File: src/rtl/bilinear_image_scaler_macros.svh
// Assertion macros used by the scaler top level.
`ifndef BILINEAR_IMAGE_SCALER_MACROS_SVH
`define BILINEAR_IMAGE_SCALER_MACROS_SVH

// Same-cycle implication, checked on every rising clock edge outside reset.
`define BIS_ASSERT_IMPL(lbl, ante, cons) \
  lbl: assert property (@(posedge clk_i) disable iff (!rst_ni) (ante) |-> (cons)) \
    else $error("bilinear_image_scaler: check failed");

// Next-cycle implication.
`define BIS_ASSERT_NEXT(lbl, ante, cons) \
  lbl: assert property (@(posedge clk_i) disable iff (!rst_ni) (ante) |=> (cons)) \
    else $error("bilinear_image_scaler: check failed");

`endif

File: src/rtl/bis_ram.sv
// Generic single write, single registered read RAM.
`timescale 1ns / 1ps
module bis_ram #(
  parameter int WIDTH = 8,
  parameter int DEPTH = 2
) (
  input  logic                                       clk_i,
  input  logic                                       we_i,
  input  logic [(DEPTH > 1 ? $clog2(DEPTH) : 1)-1:0] waddr_i,
  input  logic [WIDTH-1:0]                           wdata_i,
  input  logic                                       re_i,
  input  logic [(DEPTH > 1 ? $clog2(DEPTH) : 1)-1:0] raddr_i,
  output logic [WIDTH-1:0]                           rdata_o
);
  logic [WIDTH-1:0] mem [DEPTH];
  logic [WIDTH-1:0] rdata_q;

  always_ff @(posedge clk_i) begin
    if (we_i) begin
      mem[waddr_i] <= wdata_i;
    end
    if (re_i) begin
      rdata_q <= mem[raddr_i];
    end
  end

  assign rdata_o = rdata_q;
endmodule

File: config.mk
export PLATFORM = sky130hd
export DESIGN_NAME = bis_ram
export DESIGN_NICKNAME = d
export VERILOG_FILES = /design/src/rtl/bilinear_image_scaler_macros.svh /design/src/rtl/bis_ram.sv
export SDC_FILE = /design/constraint.sdc
export NUM_CORES = 1
export LEC_CHECK = 0
export ABC_AREA = 0
export BUFFER_PORTS_ARGS = -buffer_cell sky130_fd_sc_hd__clkbuf_2
export CORE_MARGIN = 2
export CORE_UTILIZATION = 48
export CTS_BUF_LIST = sky130_fd_sc_hd__clkbuf_2
export CTS_CLUSTER_SIZE = 16
export DETAILED_ROUTE_END_ITERATION = 7
export PLACE_DENSITY = 0.8
export SLEW_MARGIN = 20
export SYNTH_ARGS = -nofsm -noshare
export SYNTH_HDL_FRONTEND = slang
export SYNTH_SLANG_ARGS = --single-unit
export TNS_END_PERCENT = 50
File: constraint.sdc
create_clock -name clk_i -period 0.9 [get_ports clk_i]
set_input_delay 0.135 -clock clk_i [delete_from_list [all_inputs] [get_ports clk_i]]
set_output_delay 0.135 -clock clk_i [all_outputs]
set_load 0.01 [all_outputs]
---- Word-level counts from Yosys, hierarchy flattened ----
Memory sizes are Yosys's and may differ from the RTL's. A register that Yosys moved wholly into a read port is not among the register bits.
Index checks and enable logic that the tools add are counted.
cells by class
  add/subtract/negate cells ............... 0
  multipliers ............................. 0
  divide/modulo/power cells ............... 0
  order comparisons ....................... 0
  equal/unequal tests ..................... 0
  shift operators ......................... 0
  mux-type cells .......................... 2
  bitwise logic cells ..................... 0
  reductions and logical operators ........ 0
operators with widths
  cell               count
  two-way mux 1 bit  2
storage, ports and cells
  register bits after elaboration ......... 0
  latch bits .............................. 0
  bits in writable memories ............... 16
  memory bits (read-only) ................. 0
  bits of input ports ..................... 13
  memories ................................ 1
memories
  name  depth  width  read ports  clocked after memory_dff  write ports  RTL line       source
  mem   2      8      1           1                         1            bis_ram.sv:15  logic [WIDTH-1:0] mem [DEPTH];

---- Depth between registers and ports, before layout ----
  depth after elaboration ................. 2
  gate-level depth with buffers ........... 2
  mapped depth without buffers ............ 1

---- Worst setup path after synthesis ----
OpenSTA, ideal clock, no wires.
  path kind ............................... input-to-reg
  from .................................... input we_i
  to ...................................... memory mem[0][0] (enable)
  library setup time ...................... 373 ps
  data arrival time ....................... 555 ps
  required time ........................... 527 ps
  setup slack ............................. -28 ps
  cell stages on the path ................. 1
  path buffers ............................ 0
  cell sequence ........................... nor2b_1
on the way
  word-level cells in the longest chain between the ends .. 2
ends and longest elaborated chain
  element                                  RTL line       source
  from (decl)                              bis_ram.sv:8   input logic we_i,
  two-way mux 1 bit                        bis_ram.sv:19  if (we_i) begin
  two-way mux 1 bit (implied by the code)  bis_ram.sv:20  mem[waddr_i] <= wdata_i;
  to (decl)                                bis_ram.sv:15
Every way passes these cells.

---- Worst setup path after layout ----
  from .................................... register rdata_q[7] (netlist: rdata_o[7]) (read register of mem)
  to ...................................... output rdata_o[7]
RTL lines
  element      RTL line       source
  from (decl)  bis_ram.sv:16  logic [WIDTH-1:0] rdata_q;
  to (decl)    bis_ram.sv:13  output logic [WIDTH-1:0] rdata_o
No word-level cell between the ends.

==> results.toml <==
[worst_setup_path]
cp.required_ns = 0.76
crit_chain = "clkbuf_2"
crit_path_end = "rdata_o[7]"
reg2regPathDepth = 1
startpoint_type = "flip-flop"
worstPathArrival_ns = 0.87
reg2reg_to = "rdata_o[1]$_DFFE_PP_"
r2r-start = "mem[0][1]$_DFFE_PP_"
crit_fanout = 1
cp.depth = 1
crit_path_start = "rdata_o[7]$_DFFE_PP_"
cp-end-kind = "output port"
r2r_setup_slack_ns = -0.02
cp_top_family = "flip-flops"
max_stage_delay_ns = 0.41
crit_type = "reg -> out"
crit_buf_inv = 1
slowest_stage = "edfxtp_1"

[clocking]
clkLatencyLatePin_ns = 0.33
tritoncts.num_buffers = 3
clockBufferDepth = 2
cts.sinks = 24
cts_setup_buffers = 0
clock-root-buffer = "clkbuf_2"
clk_pin_slew_ns = 0.20
htreeDepth = 1
cts_tree = "done"
cts_resized = 0

[detailed_routing]
viasPerCell = 4.53
drtPass1Iterations = 2
final_antenna_net_count = 0
drc = 0
drt-initial-drc-count = 3
wl_per_cell_um = 12.7
vias = 421
drt-total-wl_um = 1180

[yosys]
ys_types = 5
synth.most_common_cell = "edfxtp_1"
yosysWarnings = 0
synthArstFlopShare_pct = 0
netlist_area_um2 = 865
synth_cells = 35
synth-edff-count = 24
synthTopCellsByCount = "edfxtp_1 (24), mux2_4 (8), and2_1 (1), buf_6 (1), nor2b_1 (1)"
synthTopCellsByArea = "edfxtp_1 (83%), mux2_4 (14%), buf_6 (1.3%)"
syn_area_per_cell_um2 = 24.7
yosysSeqAreaShare_pct = 83.4
yosys.area.top_type = "edfxtp_1"
synthFlopType = "edfxtp_1"
synth_top_area_share_pct = 83.4
syn_nets = 48
ys_ff_latch = 24

[sta]
finalCriticalPeriod_ns = 1.01
hold_viol = 0
whs_ns = 0.130
slew_headroom_pct = 81.2
tightest_slew_ns = 0.281
setup_viol_count_final = 12
min_period_over_period_pct = 112
finalMaxSlewViolations = 0
rsz0062_at_grt = "true"
fin_ws_ns = -0.107
fmax_ghz = 0.993
fin_worst_skew_ns = 0.0134
setup_tns_ns = -0.726

[global_route]
met3_usage_pct = 3.53
grt_max_degree = 13
grt_pass1_vias = 429
grt_first_pass_wirelength_um = 1790
grt_util_all_layers_pct = 13.5
grt_overflow = 0
grt_use_met1_pct = 12.9
grtUsageMet2_pct = 23.3
grt_busiest_layer = "met2"
antenna_found_initial = 0

[cells_and_area]
syn2layout_area_growth_pct = 27.8
diodes = 0
stdcell_count = 93
num-nets-final = 83
drive_above_1_share_pct = 51.5

[floorplanning]
dieHeight_um = 46.4
row_count = 15
io_pins = 21
dieArea_um2 = 2160
initial_utilization_pct = 50.6
coreArea_um2 = 1710
die_w_um = 46.4

[place]
io_buffers = 20
dp.cells = 82
hpwl_um = 831
gp_congestion = 0.652

[power]
p_leak_nw = 0.444
powerDensity_nw_per_um2 = 1720
worst_ir_drop_vdd_uv = 1020

[min_path]
hp-class = "in -> reg"

[run]
drv_cap = 0

[run_status]
violations = "setup timing"
run_status = "complete, but fails checks"
[where the power goes]
group | switching, W | leakage, nW | internal, W
clock | 0.000282 | 0.0125 | 0.0000908
combinational | 0.0000762 | 0.203 | 0.000116
sequential | 0.0000210 | 0.228 | 0.00132
total | 0.000380 | 0.444 | 0.00153
[kinds of logic (layout without fill, tap and decap cells)]
group | Yosys count | count (layout) | synth area share (%)
buf+inv | 1 | 34 | 1.30
flops | 24 | 24 | 83.4
mux | 8 | 8 | 13.9
simple gates | 2 | 2 | 1.45
[metrics by stage]
step | area, um2 | power (W) | worst slack (ns) | utilization (%)
after floorplan | 867 | 0.00145 | 0.0496 | -
after global placement | 1010 | 0.00152 | -0.0589 | 59.1
after detailed placement | 1010 | 0.00153 | -0.0875 | 59.1
after CTS | 1100 | 0.00191 | -0.115 | 64.7
after global routing | 1100 | 0.00198 | -0.190 | 64.7
final | 1100 | 0.00191 | -0.107 | 64.7
[final cells by class]
cell class | instances | area [um2]
Multi-Input combinational cell | 10 | 135
Tap cell | 25 | 31.3
Fill cell | 121 | 603
Sequential cell | 24 | 721
Timing Repair Buffer | 31 | 203
Clock buffer | 3 | 15.0
[worst min-delay path by stage]
stage	startpoint	to	cells after the start
6_report	re_i	rdata_o[7]$_DFFE_PP_	1
4_1_cts	re_i	rdata_o[2]$_DFFE_PP_	1
3_3_place_gp	wdata_i[4]	mem[0][4]$_DFFE_PP_	1
3_5_place_dp	wdata_i[5]	mem[1][5]$_DFFE_PP_	1
5_1_grt	re_i	rdata_o[7]$_DFFE_PP_	1
2_1_floorplan	wdata_i[0]	mem[0][0]$_DFFE_PP_	0
[registers in the layout, summed over array words and instances, names as in the netlist]
signal / cells
mem: 16
rdata_o: 8
[repair_timing]
item	4_1_cts	5_1_grt
endpoints found under the setup margin	13	16
hold endpoints to repair	16	0
hold buffers	8	0
[cell usage in the layout (no fill, tap or decap)]
cell,n
and2_1,1
dlygate4sd3_1,8
buf_4,3
edfxtp_1,24
clkbuf_2,23
nor2b_2,1
mux2_4,8
[routing by layer]
metal  up-vias  routed length [um]
met5         -                   0
met4         0                  41
met3         4                  62
met2        18                 610
met1       196                 468
li1        203                   -
No activity file was read; power rests on OpenSTA's default activity.
