[config.mk]
export PLATFORM = sky130hd
export DESIGN_NAME = bis_blend
export DESIGN_NICKNAME = d
export VERILOG_FILES = /design/src/rtl/bilinear_image_scaler_macros.svh /design/src/rtl/bis_pkg.sv /design/src/rtl/bis_blend.sv
export SDC_FILE = /design/constraint.sdc
export NUM_CORES = 1
export LEC_CHECK = 0
export ABC_AREA = 0
export BUFFER_PORTS_ARGS = -buffer_cell sky130_fd_sc_hd__buf_4
export CAP_MARGIN = 20
export CORE_ASPECT_RATIO = 0.6
export CORE_MARGIN = 5
export CORE_UTILIZATION = 59
export CTS_BUF_LIST = sky130_fd_sc_hd__clkbuf_8 sky130_fd_sc_hd__clkbuf_16
export DETAILED_ROUTE_END_ITERATION = 7
export GPL_ROUTABILITY_DRIVEN = 1
export MAX_ROUTING_LAYER = met4
export PLACE_DENSITY = 0.79
export SYNTH_ARGS = -nofsm -noshare
export SYNTH_HDL_FRONTEND = slang
export SYNTH_SLANG_ARGS = --single-unit
[constraint.sdc]
create_clock -name clk_i -period 1.85 [get_ports clk_i]
set_input_delay 0.37 -clock clk_i [delete_from_list [all_inputs] [get_ports clk_i]]
set_output_delay 0.37 -clock clk_i [all_outputs]
set_load 0.01 [all_outputs]
[src/rtl/bilinear_image_scaler_macros.svh]
// Assertion macros used by the scaler top level.
`ifndef BILINEAR_IMAGE_SCALER_MACROS_SVH
`define BILINEAR_IMAGE_SCALER_MACROS_SVH

// Same-cycle implication, checked on every rising clock edge outside reset.
`define BIS_ASSERT_IMPL(lbl, ante, cons) \
  lbl: assert property (@(posedge clk_i) disable iff (!rst_ni) (ante) |-> (cons)) \
    else $error("bilinear_image_scaler: check failed");

// Next-cycle implication.
`define BIS_ASSERT_NEXT(lbl, ante, cons) \
  lbl: assert property (@(posedge clk_i) disable iff (!rst_ni) (ante) |=> (cons)) \
    else $error("bilinear_image_scaler: check failed");

`endif

[src/rtl/bis_pkg.sv]
// Package: types, constants and blend function of the image scaler.
`timescale 1ns / 1ps
package bis_pkg;

  localparam int MAX_WIDTH_DEF  = 512;
  localparam int MAX_HEIGHT_DEF = 512;

  localparam int COORD_W = 9;
  localparam int PIX_W   = 8;
  localparam int DIM_W   = 10;
  localparam int STEP_W  = 26;
  localparam int FRAC_W  = 16;
  localparam int CFG_W   = 26;
  localparam int IDX_W   = 3;
  localparam int PROD_W  = COORD_W + STEP_W;

  localparam logic [IDX_W-1:0] REG_MODE       = 3'd0;
  localparam logic [IDX_W-1:0] REG_SRC_WIDTH  = 3'd1;
  localparam logic [IDX_W-1:0] REG_SRC_HEIGHT = 3'd2;
  localparam logic [IDX_W-1:0] REG_DST_WIDTH  = 3'd3;
  localparam logic [IDX_W-1:0] REG_DST_HEIGHT = 3'd4;
  localparam logic [IDX_W-1:0] REG_STEP_X     = 3'd5;
  localparam logic [IDX_W-1:0] REG_STEP_Y     = 3'd6;

  localparam logic OP_WRITE   = 1'b0;
  localparam logic OP_REQUEST = 1'b1;

  typedef struct packed {
    logic               op;
    logic [COORD_W-1:0] col;
    logic [COORD_W-1:0] row;
    logic [PIX_W-1:0]   pixel_in;
  } req_t;

  typedef struct packed {
    logic              mode;
    logic [DIM_W-1:0]  src_width;
    logic [DIM_W-1:0]  src_height;
    logic [DIM_W-1:0]  dst_width;
    logic [DIM_W-1:0]  dst_height;
    logic [STEP_W-1:0] step_x;
    logic [STEP_W-1:0] step_y;
  } cfg_t;

  // Sideband that travels alongside the frame store read.
  typedef struct packed {
    logic              req;
    logic              err;
    logic              blend;
    logic              x0_odd;
    logic              y0_odd;
    logic [FRAC_W-1:0] fx;
    logic [FRAC_W-1:0] fy;
  } meta_t;

  // Result of the horizontal blend pass.
  typedef struct packed {
    logic              req;
    logic              err;
    logic              blend;
    logic [FRAC_W-1:0] fy;
    logic [PIX_W-1:0]  top;
    logic [PIX_W-1:0]  bot;
  } part_t;

  // p*(1-f) + q*f, truncated, written as p + (q-p)*f.
  function automatic logic [PIX_W-1:0] lerp(logic [PIX_W-1:0] p, logic [PIX_W-1:0] q,
                                            logic [FRAC_W-1:0] f);
    logic signed [PIX_W:0]              d;
    logic signed [PIX_W+FRAC_W+1:0]     s;
    d = $signed({1'b0, q}) - $signed({1'b0, p});
    s = $signed({2'b00, p, {FRAC_W{1'b0}}}) + d * $signed({1'b0, f});
    return s[PIX_W+FRAC_W-1:FRAC_W];
  endfunction

endpackage

[src/rtl/bis_blend.sv]
// Horizontal blend stage: route bank words to neighbours and blend each row.
`timescale 1ns / 1ps
module bis_blend (
  input  logic                      clk_i,
  input  logic                      rst_ni,
  input  logic                      en_i,
  input  bis_pkg::meta_t            meta_i,
  input  logic [bis_pkg::PIX_W-1:0] bank_i [4],
  output bis_pkg::part_t            part_o
);
  logic [bis_pkg::PIX_W-1:0] p00, p01, p10, p11;
  bis_pkg::part_t            part_q, part_d;

  always_comb begin
    p00 = bank_i[{meta_i.y0_odd, meta_i.x0_odd}];
    p01 = bank_i[{meta_i.y0_odd, !meta_i.x0_odd}];
    p10 = bank_i[{!meta_i.y0_odd, meta_i.x0_odd}];
    p11 = bank_i[{!meta_i.y0_odd, !meta_i.x0_odd}];
    part_d.req   = meta_i.req;
    part_d.err   = meta_i.err;
    part_d.blend = meta_i.blend;
    part_d.fy    = meta_i.fy;
    // Without blend the floored sample passes on the top lane. A zero fraction
    // keeps the left column, so the right neighbour is never looked at.
    part_d.top   = (meta_i.blend && meta_i.fx != '0) ? bis_pkg::lerp(p00, p01, meta_i.fx) : p00;
    part_d.bot   = (meta_i.fx != '0) ? bis_pkg::lerp(p10, p11, meta_i.fx) : p10;
  end

  always_ff @(posedge clk_i or negedge rst_ni) begin
    if (!rst_ni) begin
      part_q <= '0;
    end else if (en_i) begin
      part_q <= part_d;
    end
  end

  assign part_o = part_q;
endmodule
# Word level (Yosys, flattened, before mapping)

Index checks and enable logic that the tools add are counted.

Output and inout bits: 35
Bits of input ports: 72
Flip-flop bits (word level): 35

$add $sub $neg: 4
Multiplexer cells: 14
Reductions and logical operators: 4
Magnitude comparators: 4
Bitwise operators: 4
$mul: 2

Operator list:

| operator           | number |
|---|---|
| $mux 8             | 10 |
| $bmux 8 s2         | 4 |
| $add 24x24->24     | 2 |
| $mul 9x17->24      | 2 |
| $sub 8x8->9        | 2 |
| $reduce_bool 16->1 | 1 |
| $ge 3x3->1 const B | 4 |
| $not 2->3          | 4 |
| $logic_not 1->1    | 2 |
| $logic_and 1x1->1  | 1 |

# Depth between registers and ports, before layout

Gate-level depths: netlist (run 1).

Word-level depth: 9
Mapped depth: 35

# Least setup slack after synthesis (run 1)

No wires, ideal clock.

Kind: input -> register
From: input port meta_i[33] (netlist bit)
To: register part_q, in the netlist part_o[4]
Arrival: 7.643 ns
Stages on the path: 29
Path slack: -5.918 ns
Buffers on the path: 5
Data required time: 1.725 ns
Path through: buf_6 buf_2 buf_2 buf_2 mux4_2 ha_1 fa_1 nand2b_1 a21boi_0 o21ai_0 a21oi_1 or2_2 clkbuf_1 nor2_1 fa_1 fa_1 fa_1 fa_1 inv_1 fa_1 inv_1 ha_1 and3_1 nand3_1 nor3_1 a2111o_1 xnor2_1 mux2i_1 mux2_2

Longest elaborated chain between the ends: 9

RTL lines:

| element                                    | line            | source |
|---|---|---|
| start, declared                            | bis_blend.sv:7  | `input bis_pkg::meta_t meta_i,` |
| $logic_not 1->1                            | bis_blend.sv:18 | `p11 = bank_i[{!meta_i.y0_odd, !meta_i.x0_odd}];` |
| $not 2->3                                  | bis_blend.sv:18 |  |
| $bmux 8 s2                                 | bis_blend.sv:18 |  |
| $mux 8 (not written as such) (2 in series) | bis_blend.sv:18 |  |
| $sub 8x8->9                                | bis_pkg.sv:71   | `d = $signed({1'b0, q}) - $signed({1'b0, p});` |
| $mul 9x17->24                              | bis_pkg.sv:72   | `s = $signed({2'b00, p, {FRAC_W{1'b0}}}) + d * $signed({1'b0, f});` |
| $add 24x24->24                             | bis_pkg.sv:72   |  |
| $mux 8 (*)                                 | bis_blend.sv:26 | `part_d.bot = (meta_i.fx != '0) ? bis_pkg::lerp(p10, p11, meta_i.fx) : p10;` |
| end signal, assigned                       | bis_blend.sv:33 | `part_q <= part_d;` |
| end, declared                              | bis_blend.sv:12 | `bis_pkg::part_t part_q, part_d;` |

Every way passes the cells marked *; elsewhere a longest branch is shown, timed or not. The select of a mux whose other input is x is not followed.
A chain may end at the register's enable or synchronous reset.

# Worst setup path in the final report (run 1)

From: input port meta_i[33] (netlist bit)
To: register part_q, in the netlist part_o[2]

Same word-level chain as after synthesis.

==> results by group, run 1 <==
Run status
  • Failing checks: setup timing
  • Outcome: complete, but fails checks

Worst setup path
  • Setup crit end: part_o[2]
  • Crit path max fanout: 8
  • Startpoint Class: input pin
  • Arrival @ worst endpoint: 7070 ps
  • Worst setup path start: meta_i[33]
  • CP endpoint kind: register
  • FF-to-FF End: part_o[3]
  • Reg2reg path depth: 2
  • Critical Path RT: 2030 ps
  • Largest stage delay on the critical path: 530 ps
  • Critical Setup Path Class: input pin to register
  • R2R Path Start: part_o[3]
  • Most frequent CP cell: fa_1
  • Worst path slowest cell: mux4_2
  • R2r setup slk: 1010 ps

Clock network
  • Number of H-tree branching levels: 2
  • Clock transition at path regs: 60 ps
  • Clock Sinks: 35
  • CTS tree: yes
  • Total CTS buffers: 5
  • Worst-skew pair later-pin latency: 300 ps
  • Clock tree buffer depth: 2
  • Clk root buf: clkbuf_16

Routing
  • Iteration-0 DRC count of the detailed router: 1106
  • M1 wire length: 15560 microns
  • Vias post-DR: 10.64k
  • Met3 WL: 3775 microns
  • Top layer in use: met4
  • Via density: 5.966
  • Total routed wirelength: 39620 microns
  • Met2 Wirelength: 18650 microns
  • Final antenna-violating net count: 0
  • Drt wl/cell: 22.22 microns
  • DRC viols: 0
  • 1st-pass router iterations: 6

STA
  • Final worst hold slack: 16.74 ps
  • # setup viols final: 16
  • Fmax: 145.2 MHz
  • Post-route worst setup slack: -5039 ps
  • Worst-Margin Slew: 669.7 ps
  • Final Hold Viols: 0
  • Period minus WS final: 6889 ps
  • Max Slew Vio Count: 0
  • Tcrit/Tclk final: 372.4%
  • Relative slew slack: 55.19%
  • Skew final: 0 ps
  • RSZ-0062 raised after global routing: true

Synthesis
  • #FFs+latches synth: 35
  • Synth warnings: 0
  • Top post-synthesis cells by area: fa_1 (37%), ha_1 (12%), dfrtp_1 (7.5%), and2_1 (6.8%), inv_1 (6.3%)
  • Mean Syn Cell Area: 9.512 sq um
  • Ys flop type: dfrtp_1
  • Synth area leader: fa_1
  • Synth Instances: 1220
  • Synth unique cells: 58
  • Post-synth EDFFs: 0
  • Mapped Nets: 1618
  • Async set-reset flop share out of synthesis: 100.0%
  • Yosys top cell area share: 36.57%
  • Syn Std Cell Area: 11600 sq um
  • Post-synthesis sequential area ratio: 7.547%

Global route
  • Grt ovf: 0
  • First-pass GRT wire length: 59590 microns
  • All-Layer GR Usage: 34.13%
  • Initial antenna violation count: 0
  • Largest net degree at the start of global routing: 36
  • Vias in the first global route: 11.28k

Place
  • HPWL Detailed: 28230 microns
  • DP Cell Count: 1742
  • RD Place Congestion: 0.9664
  • Port Buf Inserts: 106

Layout
  • # diodes: 0
  • Synth-to-layout area growth: 34.95%
  • Fillers: 1069
  • Proportion of layout cells with a drive suffix above 1: 37.24%
  • Most common cell after layout, fill and taps aside: buf_4
  • NumNets Final: 1914
  • Commonest non-fill, non-tap cells in the layout: buf_4 (315), fa_1 (193), inv_1 (179)
  • Max FFs per register: 35
  • Post-route insts no fill: 1783

Floorplanning
  • Die width: 191.1 microns
  • Initial Util: 60.51%
  • I/O pins: 107
  • Row count: 39
  • Die H: 118.6 microns
  • Area of the core: 19180 sq um
  • Die area: 22670 sq um

Hold path
  • Hold crit path type: input pin to async pin

Flow run
  • Max cap viols: 0
layout make-up:
class	count	area, sq um	share of cell area (%)
Multi-Input combinational cell	935	10820	69.09
Timing Repair Buffer	342	2719	17.36
Sequential cell	35	875.8	5.592
Inverter	197	744.5	4.754
Tap cell	266	332.8	2.125
Clock buffer	5	125.1	0.7989
Clock inverter	3	43.79	0.2796
Yosys cell counts (7+ instances only):
| cell | instances |
|---|---|
| a21o_1 | 16 |
| a21oi_1 | 28 |
| and2_1 | 126 |
| clkbuf_1 | 48 |
| dfrtp_1 | 35 |
| fa_1 | 212 |
| ha_1 | 114 |
| inv_1 | 196 |
| mux2_2 | 27 |
| mux2i_1 | 11 |
| mux4_2 | 16 |
| nand2_1 | 70 |
| nand2b_1 | 62 |
| nand3_1 | 12 |
| nor2_1 | 50 |
| nor3_1 | 10 |
| nor3b_1 | 26 |
| o21ai_0 | 35 |
| or2_2 | 7 |
| or3b_2 | 7 |
| xnor2_1 | 20 |
| xor2_1 | 11 |
kinds of logic after synthesis:
logic type | share of synthesized area, %
AND/OR/NAND/NOR | 19.41
adder cells (fa/ha/maj) | 48.86
buffers and inverters | 8.237
AO/OA/AOI/OAI | 6.803
multiplexers | 6.803
flip-flops | 7.547
XOR/XNOR | 2.340
layer usage:
| metal | global-route usage [%] | vias to the layer above |
|---|---|---|
| li1 | - | 4487 |
| met1 | 45.80 | 5350 |
| met2 | 53.02 | 638 |
| met3 | 8.044 | 162 |
| met4 | 8.565 | 0 |
| met5 | - | - |
metrics by stage:
| step | util [%] | instance area (sq um) | setup TNS [ps] | worst slack [ps] |
|---|---|---|---|---|
| floorplan | - | 11850 | -79620 | -5139 |
| global placement | 74.33 | 14250 | -81880 | -5243 |
| detailed placement | 74.33 | 14250 | -84500 | -5373 |
| CTS | 79.53 | 15250 | -74780 | -4767 |
| global route | 81.67 | 15660 | -81040 | -5202 |
| finish | 81.67 | 15660 | -78580 | -5039 |
worst max-delay path, delay by kind of cell:
kind | cells | cell delay, ps
xor gates and xnor gates | 1 | 170
AOI/OAI and AO/OA | 6 | 1390
buffers and inverters | 7 | 640
adders and majority gates | 8 | 3190
and+or+nand+nor | 4 | 750
muxes | 1 | 530
worst min path at each step:
stage	startpoint	to	slack (ps)	cells past startpoint
2_1_floorplan	rst_ni	part_o[0]	70	0
3_3_place_gp	rst_ni	part_o[11]	350	1
3_5_place_dp	rst_ni	part_o[12]	350	1
4_1_cts	rst_ni	part_o[12]	30	1
5_1_grt	rst_ni	part_o[25]	50	1
6_report	rst_ni	part_o[25]	20	1
repair_timing:
action | CTS | global route
buffers inserted | 26 | 9
gates resized for setup | 126 | 83
hold buffers | 0 | 0
endpoints found under the setup margin | 16 | 16
pin swaps | 84 | 64
gates cloned | 2 | 0
Power of run 1 is left out: the tool's default activity adds up to more than one toggle a clock period on the data nets, which glitch-free logic cannot reach.
==> run 2: changes to the inputs <==
--- a/config.mk
+++ b/config.mk
@@ -16,6 +16,7 @@
 export GPL_ROUTABILITY_DRIVEN = 1
 export MAX_ROUTING_LAYER = met4
 export PLACE_DENSITY = 0.79
+export SETUP_SLACK_MARGIN = 0.2
 export SYNTH_ARGS = -nofsm -noshare
 export SYNTH_HDL_FRONTEND = slang
 export SYNTH_SLANG_ARGS = --single-unit
==> constraint.sdc (replaced) <==
create_clock -name clk_i -period 1.85 [get_ports clk_i]
set_input_delay 0.4625 -clock clk_i [delete_from_list [all_inputs] [get_ports clk_i]]
set_output_delay 0.4625 -clock clk_i [all_outputs]
set_load 0.01 [all_outputs]
==> run 2 against run 1 <==
The run ends with DRC, setup timing left; largest cell class unchanged; via count fell by 2.8%; global-route usage is 1.7 points lower; register-to-register slack is essentially flat; count of clock-buffer cells in the layout did not move; critical path depth grew 5; routed wire length shrank 5.5%; clock skew stayed put; first-iteration DRC count decreased by 9.3%; sequential cell count unchanged.
==> results by group, run 2 (synthesized netlist as in run 1, its figures left out) <==
Run status
  • Outcome: complete, but fails checks (unchanged)
  • Failing checks: DRC, setup timing (was setup timing)

Layout
  • Synth-to-layout area growth: 32.97% (was 34.95%)
  • # diodes: 0 (unchanged)
  • Final instance area: 15430 sq um (was 15660 sq um)
  • Proportion of layout cells with a drive suffix above 1: 36.24% (was 37.24%)
  • Max FFs per register: 35 (unchanged)
  • NumNets Final: 1909 (was 1914)
  • Commonest non-fill, non-tap cells in the layout: buf_4 (313), fa_1 (198), inv_1 (180) (was buf_4 (315), fa_1 (193), inv_1 (179))
  • Most common cell after layout, fill and taps aside: buf_4 (unchanged)

Clock network
  • Clock transition at path regs: 60 ps (about the same)
  • Clock Sinks: 35 (unchanged)
  • Total CTS buffers: 5 (unchanged)
  • Number of H-tree branching levels: 2 (unchanged)
  • Clock tree buffer depth: 2 (unchanged)
  • Clk root buf: clkbuf_16 (unchanged)
  • Worst-skew pair later-pin latency: 290 ps (was 300 ps)
  • CTS tree: yes (unchanged)

Floorplanning
  • Die area: 22670 sq um (unchanged)
  • Die width: 191.1 microns (unchanged)
  • I/O pins: 107 (unchanged)
  • Area of the core: 19180 sq um (unchanged)
  • Initial Util: 60.51% (unchanged)
  • Die H: 118.6 microns (unchanged)
  • Row count: 39 (unchanged)

Worst setup path
  • Most frequent CP cell: fa_1 (unchanged)
  • Crit path max fanout: 8 (unchanged)
  • CP endpoint kind: register (unchanged)
  • Startpoint Class: input pin (unchanged)
  • Worst path slowest cell: fa_1 (was mux4_2)
  • Arrival @ worst endpoint: 7120 ps (was 7070 ps)
  • Worst setup path start: meta_i[33] (unchanged)
  • Delay-heaviest family, CP: adder cells (unchanged)
  • CP Buf/Inv Count: 9 (was 7)
  • Largest stage delay on the critical path: 540 ps (was 530 ps)
  • Critical Path RT: 2050 ps (was 2030 ps)
  • R2r setup slk: 1020 ps (was 1010 ps)
  • R2R Path Start: part_o[3] (unchanged)
  • Critical Setup Path Class: input pin to register (unchanged)

Routing
  • 1st-pass router iterations: 7 (was 6)
  • Vias post-DR: 10.34k (was 10.64k)
  • Final antenna-violating net count: 0 (unchanged)
  • Iteration-0 DRC count of the detailed router: 1003 (was 1106)
  • DRC viols: 1 (was 0)
  • Drt wl/cell: 21.05 microns (was 22.22 microns)
  • Total routed wirelength: 37420 microns (was 39620 microns)
  • Via density: 5.816 (was 5.966)

STA
  • # setup viols final: 16 (unchanged)
  • Post-route worst setup slack: -5069 ps (was -5039 ps)
  • RSZ-0062 raised after global routing: true (unchanged)
  • Final Hold Viols: 0 (unchanged)
  • Fmax: 144.5 MHz (was 145.2 MHz)
  • Worst-Margin Slew: 533.9 ps (was 669.7 ps)
  • Period minus WS final: 6919 ps (was 6889 ps)
  • Final worst hold slack: 120.5 ps (was 16.74 ps)
  • Relative slew slack: 64.18% (was 55.19%)
  • Setup TNS: -78580 ps (about the same)
  • Tcrit/Tclk final: 374.0% (was 372.4%)
  • Max Slew Vio Count: 0 (unchanged)
  • Skew final: 0 ps (unchanged)

Global route
  • Met3 Usage GRT: 7.749% (was 8.044%)
  • First-pass GRT wire length: 56950 microns (was 59590 microns)
  • Busiest grt layer: met2 (unchanged)
  • GR Util met2: 49.58% (was 53.02%)
  • Vias in the first global route: 10.87k (was 11.28k)
  • Grt ovf: 0 (unchanged)
  • Largest net degree at the start of global routing: 36 (unchanged)
  • Initial antenna violation count: 0 (unchanged)
  • All-Layer GR Usage: 32.43% (was 34.13%)
  • GR Util met1: 45.06% (was 45.80%)

Flow run
  • Max cap viols: 0 (unchanged)

Place
  • HPWL Detailed: 28410 microns (was 28230 microns)
  • RD Place Congestion: 0.9666 (was 0.9664)
  • Pre-CTS setup slack: -5466 ps (was -5373 ps)
  • DP Area: 14250 sq um (unchanged)
  • Port Buf Inserts: 106 (unchanged)

Hold path
  • Hold crit path type: input pin to async pin (unchanged)
[run 2: cell count changes in the layout (fill, tap and decap cells not counted), sizes merged]
cell and delta:
buf -4, xnor2 -1
[run 2: final timing paths]
path / end / depth (start not counted)
hold / removal: part_o[25] / 1
max in group asynchronous: part_o[3] / 1
setup reg to reg: part_o[3] / 2
min in group clk_i: part_o[24] / 2
setup / recovery: part_o[13] / 32
hold reg to reg: part_o[9] / 2
[run 2: final cells by class]
| type | count | area, sq um |
|---|---|---|
| Multi-Input combinational cell | 934 | 10640 |
| Fill cell | 1116 | 3746 |
| Timing Repair Buffer | 338 | 2675 |
| Clock buffer | 5 | 125.1 |
| Clock inverter | 3 | 43.79 |
| Inverter | 197 | 742.0 |
| Tap cell | 266 | 332.8 |
| Sequential cell | 35 | 875.8 |
[run 2: layer usage]
| layer | wire length, microns | vias to the layer above | share of wire, % |
|---|---|---|---|
| met5 | 0 | - | 0 |
| met4 | 1241 | 0 | 3.3 |
| met3 | 3513 | 134 | 9.4 |
| met2 | 17260 | 561 | 46 |
| met1 | 15410 | 5157 | 41 |
| li1 | - | 4489 | - |
[run 2: worst reg2reg max path, stage by stage, from the launching register on]
cell and delay [ps]:
dfrtp_1 380, o21ai_0 220, o41ai_2 110
[run 2: stage by stage]
stage	util (%)	cells
2_1_floorplan	-	1220
3_3_place_gp	74.33	1742
3_5_place_dp	74.33	1742
4_1_cts	78.36	1767
5_1_grt	80.47	1778
6_report	80.47	1778
[run 2: what timing repair did]
action | in CTS | in global routing
resized for setup | 105 | 71
cloned | 1 | 0
setup endpoints to repair | 16 | 16
setup buffers | 16 | 11
hold buffers | 0 | 0
pin swaps | 78 | 49
hold endpoints to repair | 0 | 0
Power of run 2 is left out for the same reason.
