$ cat src/rtl/bilinear_image_scaler_macros.svh
// Assertion macros used by the scaler top level.
`ifndef BILINEAR_IMAGE_SCALER_MACROS_SVH
`define BILINEAR_IMAGE_SCALER_MACROS_SVH

// Same-cycle implication, checked on every rising clock edge outside reset.
`define BIS_ASSERT_IMPL(lbl, ante, cons) \
  lbl: assert property (@(posedge clk_i) disable iff (!rst_ni) (ante) |-> (cons)) \
    else $error("bilinear_image_scaler: check failed");

// Next-cycle implication.
`define BIS_ASSERT_NEXT(lbl, ante, cons) \
  lbl: assert property (@(posedge clk_i) disable iff (!rst_ni) (ante) |=> (cons)) \
    else $error("bilinear_image_scaler: check failed");

`endif

$ cat src/rtl/bis_pkg.sv
// Package: types, constants and blend function of the image scaler.
`timescale 1ns / 1ps
package bis_pkg;

  localparam int MAX_WIDTH_DEF  = 512;
  localparam int MAX_HEIGHT_DEF = 512;

  localparam int COORD_W = 9;
  localparam int PIX_W   = 8;
  localparam int DIM_W   = 10;
  localparam int STEP_W  = 26;
  localparam int FRAC_W  = 16;
  localparam int CFG_W   = 26;
  localparam int IDX_W   = 3;
  localparam int PROD_W  = COORD_W + STEP_W;

  localparam logic [IDX_W-1:0] REG_MODE       = 3'd0;
  localparam logic [IDX_W-1:0] REG_SRC_WIDTH  = 3'd1;
  localparam logic [IDX_W-1:0] REG_SRC_HEIGHT = 3'd2;
  localparam logic [IDX_W-1:0] REG_DST_WIDTH  = 3'd3;
  localparam logic [IDX_W-1:0] REG_DST_HEIGHT = 3'd4;
  localparam logic [IDX_W-1:0] REG_STEP_X     = 3'd5;
  localparam logic [IDX_W-1:0] REG_STEP_Y     = 3'd6;

  localparam logic OP_WRITE   = 1'b0;
  localparam logic OP_REQUEST = 1'b1;

  typedef struct packed {
    logic               op;
    logic [COORD_W-1:0] col;
    logic [COORD_W-1:0] row;
    logic [PIX_W-1:0]   pixel_in;
  } req_t;

  typedef struct packed {
    logic              mode;
    logic [DIM_W-1:0]  src_width;
    logic [DIM_W-1:0]  src_height;
    logic [DIM_W-1:0]  dst_width;
    logic [DIM_W-1:0]  dst_height;
    logic [STEP_W-1:0] step_x;
    logic [STEP_W-1:0] step_y;
  } cfg_t;

  // Sideband that travels alongside the frame store read.
  typedef struct packed {
    logic              req;
    logic              err;
    logic              blend;
    logic              x0_odd;
    logic              y0_odd;
    logic [FRAC_W-1:0] fx;
    logic [FRAC_W-1:0] fy;
  } meta_t;

  // Result of the horizontal blend pass.
  typedef struct packed {
    logic              req;
    logic              err;
    logic              blend;
    logic [FRAC_W-1:0] fy;
    logic [PIX_W-1:0]  top;
    logic [PIX_W-1:0]  bot;
  } part_t;

  // p*(1-f) + q*f, truncated, written as p + (q-p)*f.
  function automatic logic [PIX_W-1:0] lerp(logic [PIX_W-1:0] p, logic [PIX_W-1:0] q,
                                            logic [FRAC_W-1:0] f);
    logic signed [PIX_W:0]              d;
    logic signed [PIX_W+FRAC_W+1:0]     s;
    d = $signed({1'b0, q}) - $signed({1'b0, p});
    s = $signed({2'b00, p, {FRAC_W{1'b0}}}) + d * $signed({1'b0, f});
    return s[PIX_W+FRAC_W-1:FRAC_W];
  endfunction

endpackage

$ cat src/rtl/bis_coord.sv
// Coordinate stages: source mapping, edge checks and bank addressing.
`timescale 1ns / 1ps
module bis_coord #(
  parameter int MAX_WIDTH  = bis_pkg::MAX_WIDTH_DEF,
  parameter int MAX_HEIGHT = bis_pkg::MAX_HEIGHT_DEF,
  localparam int HALF_W    = (MAX_WIDTH + 1) / 2,
  localparam int HALF_H    = (MAX_HEIGHT + 1) / 2,
  localparam int DEPTH     = HALF_W * HALF_H,
  localparam int AW        = DEPTH > 1 ? $clog2(DEPTH) : 1
) (
  input  logic                       clk_i,
  input  logic                       rst_ni,
  input  logic                       en_i,
  input  logic                       in_valid_i,
  input  bis_pkg::req_t              in_word_i,
  input  bis_pkg::cfg_t              cfg_i,
  output logic [AW-1:0]              rd_addr_o [4],
  output logic [3:0]                 wr_en_o,
  output logic [AW-1:0]              wr_addr_o,
  output logic [bis_pkg::PIX_W-1:0]  wr_data_o,
  output bis_pkg::meta_t             meta_o
);
  localparam int IX_W  = bis_pkg::PROD_W - bis_pkg::FRAC_W;
  localparam int CMP_W = IX_W + 1;
  localparam int CW    = $clog2(MAX_WIDTH);
  localparam int RW    = $clog2(MAX_HEIGHT);

  logic                        s1_valid_q;
  bis_pkg::req_t               s1_word_q;
  logic                        s2_valid_q;
  bis_pkg::req_t               s2_word_q;
  logic                        s2_err_q, s2_err_d;
  logic [bis_pkg::PROD_W-1:0]  s2_px_q, s2_px_d, s2_py_q, s2_py_d;
  bis_pkg::meta_t              meta_q, meta_d;

  logic [CMP_W-1:0] sw, sh, ix, iy, cx, cy, x0_full, y0_full;
  logic [CW-1:0]    x0;
  logic [RW-1:0]    y0;
  logic [CW:0]      c_sel [4];
  logic [RW:0]      r_sel [4];
  logic [1:0]       wbank;
  logic             wr_ok;

  // Stage one: product and destination bound check.
  always_comb begin
    s2_err_d = (bis_pkg::DIM_W'(s1_word_q.col) >= cfg_i.dst_width) ||
               (bis_pkg::DIM_W'(s1_word_q.row) >= cfg_i.dst_height);
    s2_px_d  = bis_pkg::PROD_W'(s1_word_q.col) * bis_pkg::PROD_W'(cfg_i.step_x);
    s2_py_d  = bis_pkg::PROD_W'(s1_word_q.row) * bis_pkg::PROD_W'(cfg_i.step_y);
  end

  // Stage two: saturate, decide blend, address the four banks.
  always_comb begin
    if (cfg_i.src_width == '0) begin
      sw = CMP_W'(1);
    end else if (CMP_W'(cfg_i.src_width) > CMP_W'(MAX_WIDTH)) begin
      sw = CMP_W'(MAX_WIDTH);
    end else begin
      sw = CMP_W'(cfg_i.src_width);
    end
    if (cfg_i.src_height == '0) begin
      sh = CMP_W'(1);
    end else if (CMP_W'(cfg_i.src_height) > CMP_W'(MAX_HEIGHT)) begin
      sh = CMP_W'(MAX_HEIGHT);
    end else begin
      sh = CMP_W'(cfg_i.src_height);
    end
    ix = CMP_W'(s2_px_q[bis_pkg::PROD_W-1:bis_pkg::FRAC_W]);
    iy = CMP_W'(s2_py_q[bis_pkg::PROD_W-1:bis_pkg::FRAC_W]);
    cx = ix + CMP_W'(s2_px_q[bis_pkg::FRAC_W-1:0] != '0);
    cy = iy + CMP_W'(s2_py_q[bis_pkg::FRAC_W-1:0] != '0);
    x0_full = (ix >= sw) ? sw - CMP_W'(1) : ix;
    y0_full = (iy >= sh) ? sh - CMP_W'(1) : iy;
    x0 = x0_full[CW-1:0];
    y0 = y0_full[RW-1:0];

    meta_d.req    = s2_valid_q && (s2_word_q.op == bis_pkg::OP_REQUEST);
    meta_d.err    = s2_err_q;
    meta_d.blend  = cfg_i.mode && (cx < sw) && (cy < sh);
    meta_d.x0_odd = x0[0];
    meta_d.y0_odd = y0[0];
    meta_d.fx     = s2_px_q[bis_pkg::FRAC_W-1:0];
    meta_d.fy     = s2_py_q[bis_pkg::FRAC_W-1:0];

    for (int b = 0; b < 4; b++) begin
      c_sel[b] = (x0[0] == b[0]) ? {1'b0, x0} : {1'b0, x0} + (CW+1)'(1);
      r_sel[b] = (y0[0] == b[1]) ? {1'b0, y0} : {1'b0, y0} + (RW+1)'(1);
      rd_addr_o[b] = AW'(32'(r_sel[b][RW:1]) * 32'(HALF_W) + 32'(c_sel[b][CW:1]));
    end

    wbank = {s2_word_q.row[0], s2_word_q.col[0]};
    wr_ok = en_i && s2_valid_q && (s2_word_q.op == bis_pkg::OP_WRITE) &&
            (32'(s2_word_q.col) < 32'(MAX_WIDTH)) && (32'(s2_word_q.row) < 32'(MAX_HEIGHT));
    for (int b = 0; b < 4; b++) begin
      wr_en_o[b] = wr_ok && (wbank == 2'(b));
    end
    wr_addr_o = AW'(32'(s2_word_q.row[bis_pkg::COORD_W-1:1]) * 32'(HALF_W) +
                    32'(s2_word_q.col[bis_pkg::COORD_W-1:1]));
    wr_data_o = s2_word_q.pixel_in;
  end

  always_ff @(posedge clk_i or negedge rst_ni) begin
    if (!rst_ni) begin
      s1_valid_q <= 1'b0;
      s2_valid_q <= 1'b0;
      meta_q     <= '0;
    end else if (en_i) begin
      s1_valid_q <= in_valid_i;
      s2_valid_q <= s1_valid_q;
      meta_q     <= meta_d;
    end
  end

  always_ff @(posedge clk_i) begin
    if (en_i) begin
      s1_word_q <= in_word_i;
      s2_word_q <= s1_word_q;
      s2_err_q  <= s2_err_d;
      s2_px_q   <= s2_px_d;
      s2_py_q   <= s2_py_d;
    end
  end

  assign meta_o = meta_q;
endmodule

$ cat config.mk
export PLATFORM = sky130hd
export DESIGN_NAME = bis_coord
export DESIGN_NICKNAME = d
export VERILOG_FILES = /design/src/rtl/bilinear_image_scaler_macros.svh /design/src/rtl/bis_pkg.sv /design/src/rtl/bis_coord.sv
export SDC_FILE = /design/constraint.sdc
export NUM_CORES = 1
export LEC_CHECK = 0
export ABC_AREA = 1
export BUFFER_PORTS_ARGS = -buffer_cell sky130_fd_sc_hd__buf_2
export CORE_MARGIN = 4
export CORE_UTILIZATION = 30
export DETAILED_ROUTE_END_ITERATION = 12
export PLACE_DENSITY = 0.5
export SLEW_MARGIN = 15
export SYNTH_ARGS = -nofsm -noshare
export SYNTH_HDL_FRONTEND = slang
export SYNTH_SLANG_ARGS = --single-unit
$ cat constraint.sdc
create_clock -name clk_i -period 15.65 [get_ports clk_i]
set_clock_uncertainty 0.1 [all_clocks]
set_input_delay 4.695 -clock clk_i [delete_from_list [all_inputs] [get_ports clk_i]]
set_output_delay 4.695 -clock clk_i [all_outputs]
set_load 0.02 [all_outputs]
## Word level (Yosys, flattened, before mapping)

Index checks and enable logic that the tools add are counted.

- Flip-flop bits (word level): 164
- Logic and storage cells: 70
- Output and inout bits: 129

- Reductions and logical operators: 15
- $add $sub $neg: 11
- Bitwise logic cells: 1
- $lt $le $gt $ge: 8
- Multipliers: 2
- Equal/unequal tests: 3
- Multiplexer cells: 10

Operator list:

| cell | number |
|---|---|
| $mul A9 B26 Y35 | 2 |
| $add A16 B9 Y16 | 4 |
| $mux W10 | 6 |
| $add A19 B1 Y20 | 2 |
| $mux W9 | 4 |
| $reduce_bool A16 Y1 | 2 |
| $ge A19 B20 Y1 | 1 |
| $ge A9 B10 Y1 | 2 |
| $gt A10 B10 Y1 const B | 2 |
| $logic_not A10 Y1 | 2 |
| $lt A20 B10 Y1 | 1 |
| $lt A20 B20 Y1 | 1 |
| $ge A19 B10 Y1 | 1 |
| $sub A9 B1 Y9 const B | 2 |
| $add A16 B8 Y16 | 1 |
| $add A9 B1 Y10 const B | 1 |
| $add A9 B1 Y9 const B | 1 |
| $logic_and A1 B1 Y1 | 9 |
| $eq A2 B2 Y1 const B | 2 |
| $eq A2 B1 Y1 const B | 1 |
| $logic_not A2 Y1 | 1 |
| $logic_or A1 B1 Y1 | 1 |
| $not A1 Y1 | 1 |

## Logic depth before layout (Yosys ltp)

- Word-level depth: 8
- Gate-level depth with buffers: 29

## Worst setup path before layout

No wires, ideal clock.

- Path type: input-to-output
- From: in cfg_i[86] (netlist name)
- To: out rd_addr_o[60] (netlist name)
- Stages on the path: 22
- Slack: 2.422 ns
- Data required time: 10.855 ns
- Data arrival time: 8.433 ns
- Buffers on the path: 1
- Cell sequence: inv_1 > nand2_1 > nor3_2 > nor2_1 > nor2_1 > inv_1 > ha_1 > nand4_1 > nor4_1 > nand3_1 > nand2_2 > buf_4 > nand2_1 > o22ai_1 > nand2_1 > nor3_1 > ha_1 > ha_1 > inv_1 > nor2_1 > nand2_1 > xor2_1

RTL lines:

| item | line | text |
|---|---|---|
| start, declared | bis_coord.sv:16 | `input bis_pkg::cfg_t cfg_i,` |
| end, declared | bis_coord.sv:17 | `output logic [AW-1:0] rd_addr_o [4],` |

==> impl_metrics.sql <==
INSERT INTO impl_metrics (metric_group, metric, value, unit) VALUES
('cts', 'clock-root-buffer', 'sky130_fd_sc_hd__clkbuf_16', ''),
('routing', 'postRouteAntennaNets', '0', ''),
('sta', 'worst_relative_slew_slack', '33.79', '%'),
('power_and_ir_drop', 'irDropWorstVdd', '0.0001473', 'V'),
('floorplanning', 'ios', '253', ''),
('cts', 'cts_setup_buffers', '0', ''),
('routing', 'detail_route.wl_per_cell', '16.08', 'um'),
('cts', 'clkLatencyLatePin', '0.47', 'ns'),
('floorplanning', 'initial_utilization', '30.47', '%'),
('power_and_ir_drop', 'cellLeakagePower', '0.01455', 'uW'),
('place', 'postPlaceCellArea', '26170', 'sq um'),
('layout', 'final_design_instance_area_without_fill', '26770', 'sq um'),
('power_and_ir_drop', 'cellPowerDensity', '184.7', 'nW/um^2'),
('floorplanning', 'dieHeight', '291.9', 'um'),
('logic_synthesis', 'proportion_of_register_bits_with_asynchronous_set_or_reset_after_synthesis', '23.78', '%'),
('floorplanning', 'core.rowCount', '103', ''),
('logic_synthesis', 'post_synth_inst_count', '2999', ''),
('setup_path', 'critical_path_class', 'input port to output pin', ''),
('cts', 'number_of_h_tree_levels', '4', ''),
('grt', 'first_global_vias', '19500', ''),
('layout', 'drive_above_1_share', '12.39', '%'),
('job', 'cap_viol_max_count', '0', ''),
('grt', 'grt_remaining_overflow', '0', ''),
('grt', 'global_route_wire_length_before_repair', '109.3', 'mm'),
('sta', 'grt_setup_unrepaired', 'false', ''),
('logic_synthesis', 'synth_flop_cell', 'sky130_fd_sc_hd__edfxtp_1', ''),
('routing', 'num_vias', '19000', ''),
('cts', 'tritoncts_clock_tree', 'done', ''),
('floorplanning', 'coreArea', '79390', 'sq um'),
('logic_synthesis', 'yosys.area.top_type', 'sky130_fd_sc_hd__fa_1', ''),
('setup_path', 'critical_path.max_fanout', '17', ''),
('grt', 'antenna_violations_before_repair', '6', ''),
('cts', 'post_cts_hold_buffer_count', '0', ''),
('logic_synthesis', 'synth_enable_flop_cells', '125', ''),
('sta', 'drv_slew', '0', ''),
('place', 'io_buffers', '252', ''),
('logic_synthesis', 'synth.top_cells.by_area', 'sky130_fd_sc_hd__fa_1, sky130_fd_sc_hd__edfxtp_1, sky130_fd_sc_hd__nand2_1', ''),
('cts', 'clk_transition_reported_paths', '0.07', 'ns'),
('sta', 'sum_of_negative_setup_slack', '0', 'ns'),
('floorplanning', 'fp.dieW', '291.9', 'um'),
('sta', 'fin_crit', '13.88', 'ns'),
('sta', 'achievable-frequency', '72.02', 'MHz'),
('routing', 'detailedRoute.firstIterationViolations', '974', ''),
('cts', 'clkSinkCount', '164', ''),
('sta', 'hold_violations_final', '0', ''),
('sta', 'timing.final.crit_share', '88.72', '%'),
('logic_synthesis', 'synthesis.yosys.warnings', '0', ''),
('sta', 'tightestPinTransition', '0.9916', 'ns'),
('routing', 'total_drc_errors_in_the_routed_layout', '0', ''),
('place', 'dpl.hpwl', '54.73', 'mm'),
('routing', 'wl', '67.49', 'mm'),
('setup_path', 'worstSetupEndpointType', 'output pin', ''),
('sta', 'setup_viol_count_final', '0', ''),
('logic_synthesis', 'ys_seq_area_share', '19.55', '%'),
('grt', 'grt_start_max_net_pins', '58', ''),
('setup_path', 'critical_path.startpoint_type', 'input port', ''),
('hold_path', 'min_path_type', 'flop to flop', ''),
('logic_synthesis', 'yosysTopAreaCellShare', '27.98', '%'),
('routing', 'vias_per_cell', '4.525', ''),
('layout', 'area_growth_syn_to_layout', '10.69', '%'),
('place', 'gpl.final_weighted_congestion', '0.8430', ''),
('logic_synthesis', 'synthDistinctLibCells', '59', ''),
('grt', 'gr-usage-all-layers', '16.13', '%'),
('logic_synthesis', 'mappedNetlistArea', '24190', 'sq um'),
('floorplanning', 'fp.dieArea', '85230', 'sq um'),
('layout', 'total_nets_final', '3780', ''),
('logic_synthesis', 'synthesis.area_per_instance', '8.065', 'sq um'),
('routing', 'drt_pass1_iterations', '5', ''),
('run_status', 'status', 'finished clean', ''),
('setup_path', 'worstPathRequired', '10.86', 'ns'),
('cts', 'cts-resized-gates', '0', ''),
('setup_path', 'critical_path_data_arrival_time', '9.09', 'ns'),
('cts', 'maximum_number_of_buffers_from_clock_root_to_sink', '2', ''),
('logic_synthesis', 'synth-seq-cells', '164', ''),
('cts', 'tritoncts.num_buffers', '17', '');
-- placed cells by master, fill, tap and decap left out, types with 3 or more instances in the layout --
master,Yosys,layout
sky130_fd_sc_hd__a21boi_0,10,10
sky130_fd_sc_hd__a21o_1,5,5
sky130_fd_sc_hd__a21oi_1,95,95
sky130_fd_sc_hd__a221oi_1,3,3
sky130_fd_sc_hd__buf_2,3,251
sky130_fd_sc_hd__buf_4,41,23
sky130_fd_sc_hd__clkbuf_16,0,17
sky130_fd_sc_hd__dfrtp_1,39,39
sky130_fd_sc_hd__edfxtp_1,125,125
sky130_fd_sc_hd__fa_1,338,338
sky130_fd_sc_hd__ha_1,184,184
sky130_fd_sc_hd__inv_1,629,628
sky130_fd_sc_hd__inv_2,14,15
sky130_fd_sc_hd__inv_6,0,4
sky130_fd_sc_hd__nand2_1,848,848
sky130_fd_sc_hd__nand2_2,20,20
sky130_fd_sc_hd__nand2_4,9,9
sky130_fd_sc_hd__nand3_1,86,86
sky130_fd_sc_hd__nand3_2,14,14
sky130_fd_sc_hd__nand4_1,30,30
sky130_fd_sc_hd__nor2_1,117,117
sky130_fd_sc_hd__nor2_2,9,9
sky130_fd_sc_hd__nor3_1,22,22
sky130_fd_sc_hd__nor4_1,15,15
sky130_fd_sc_hd__o211ai_1,4,4
sky130_fd_sc_hd__o21a_1,14,14
sky130_fd_sc_hd__o21ai_0,55,55
sky130_fd_sc_hd__o21ai_1,10,10
sky130_fd_sc_hd__o21bai_1,8,8
sky130_fd_sc_hd__o31ai_1,3,3
sky130_fd_sc_hd__or2_2,4,4
sky130_fd_sc_hd__xnor2_1,24,24
sky130_fd_sc_hd__xor2_1,71,71
-- worst paths after layout --
path | start | cells after the start | slack, ns | to
max reg2reg | s1_word_q[12]$_DFFE_PP_ | 17 | 9.68 | s2_py_q[24]$_DFFE_PP_
min reg2reg | s1_word_q[3]$_DFFE_PP_ | 0 | 0.32 | wr_data_o[3]$_DFFE_PP_
min in group asynchronous | rst_ni | 2 | 4.26 | meta_o[14]$_DFFE_PN0P_
min | s1_word_q[3]$_DFFE_PP_ | 0 | 0.32 | wr_data_o[3]$_DFFE_PP_
max | cfg_i[85] | 28 | 1.77 | rd_addr_o[30]
max in group asynchronous | rst_ni | 2 | 10.71 | meta_o[28]$_DFFE_PN0P_
-- critical path, cell delays in order --
cell and delay, ns:
sky130_fd_sc_hd__buf_2 0.10, sky130_fd_sc_hd__inv_1 0.06, sky130_fd_sc_hd__nand2_1 0.08, sky130_fd_sc_hd__nor3_2 0.21, sky130_fd_sc_hd__nor2_1 0.11, sky130_fd_sc_hd__nor2_1 0.25, sky130_fd_sc_hd__inv_1 0.11, sky130_fd_sc_hd__ha_1 0.32
sky130_fd_sc_hd__nand4_1 0.11, sky130_fd_sc_hd__nor4_1 0.28, sky130_fd_sc_hd__nand3_1 0.12, sky130_fd_sc_hd__nand2_2 0.26, sky130_fd_sc_hd__inv_1 0.15, sky130_fd_sc_hd__nand2_1 0.08, sky130_fd_sc_hd__nand2_1 0.10, sky130_fd_sc_hd__inv_1 0.12
sky130_fd_sc_hd__nand2_1 0.07, sky130_fd_sc_hd__nor2_2 0.15, sky130_fd_sc_hd__nand2_1 0.10, sky130_fd_sc_hd__nor3_1 0.45, sky130_fd_sc_hd__ha_1 0.31, sky130_fd_sc_hd__ha_1 0.21, sky130_fd_sc_hd__nand2_1 0.11, sky130_fd_sc_hd__nor3_4 0.21
sky130_fd_sc_hd__nand2_1 0.07, sky130_fd_sc_hd__nand2_1 0.06, sky130_fd_sc_hd__nand2_1 0.05, sky130_fd_sc_hd__buf_2 0.15
-- where the power goes --
part	internal (uW)	total, uW	switching [uW]
Clock	241	441	200
Combinational	1300	3610	2310
Sequential	772	894	122
Total	2320	4950	2630
-- registers in the layout, indices dropped and copies added (netlist names) --
signal / flops
meta_o: 37
s2_word_q: 19
s1_word_q: 27
s2_py_q: 35
s2_valid_q: 1
wr_data_o: 8
s2_px_q: 35
s2_err_q: 1
s1_valid_q: 1
-- metal layers --
layer	global-route usage, %	vias up	wire (um)
met3	2.403	49	3186
met1	23.48	9231	32740
li1	-	9326	-
met5	0	-	20
met4	3.742	2	1102
met2	25.37	390	30430
-- through the flow --
| step | total power, uW | worst slack (ns) | instances | utilization [%] | hold slack, ns |
|---|---|---|---|---|---|
| floorplan | 3449 | 2.422 | 3000 | - | 0.3003 |
| global placement | 4562 | 1.746 | 4165 | 32.97 | 0.3003 |
| detailed placement | 4551 | 1.696 | 4165 | 32.97 | 0.3045 |
| CTS | 5041 | 1.684 | 4197 | 33.72 | 0.3214 |
| global route | 5533 | 1.136 | 4197 | 33.72 | 0.3246 |
| finish | 4946 | 1.766 | 4198 | 33.73 | 0.3204 |
-- logic make-up (layout without fill, tap and decap cells) --
| group | after synthesis | count (layout) | synth area share, % |
|---|---|---|---|
| other | 1 | 3 | 0.01550 |
| adder cells (fa/ha/maj) | 522 | 522 | 37.49 |
| XOR/XNOR | 95 | 95 | 3.440 |
| AND/OR/NAND/NOR | 1186 | 1186 | 20.78 |
| AO/OA/AOI/OAI | 225 | 225 | 5.484 |
| flip-flops | 164 | 164 | 19.55 |
| buffers and inverters | 806 | 953 | 13.23 |
-- cells in the mapped netlist (all sizes together), types with 2 or more instances --
master  count
a211oi      2
a21boi     11
a21o        5
a21oi      95
a221oi      3
a31oi       2
buf        48
clkbuf    112
clkinv      2
dfrtp      39
edfxtp    125
fa        338
ha        184
inv       644
nand2     877
nand3     101
nand4      30
nor2      129
nor3       24
nor4       15
o211ai      4
o21a       14
o21ai      67
o21bai      9
o221a       2
o221ai      2
o311ai      2
o31ai       3
o41ai       2
or2         7
xnor2      24
xor2       71
-- final cells by class --
type	instances	area (sq um)
multi-input cells	2030	16260
diodes	1	2.502
inverters	646	2427
flip-flops and latches	164	4730
clock inverters	13	166.4
repair buffers	275	1440
well taps	1050	1314
clock buffers	19	432.9
fillers	8543	52610
(Power assumes the default switching activity.)
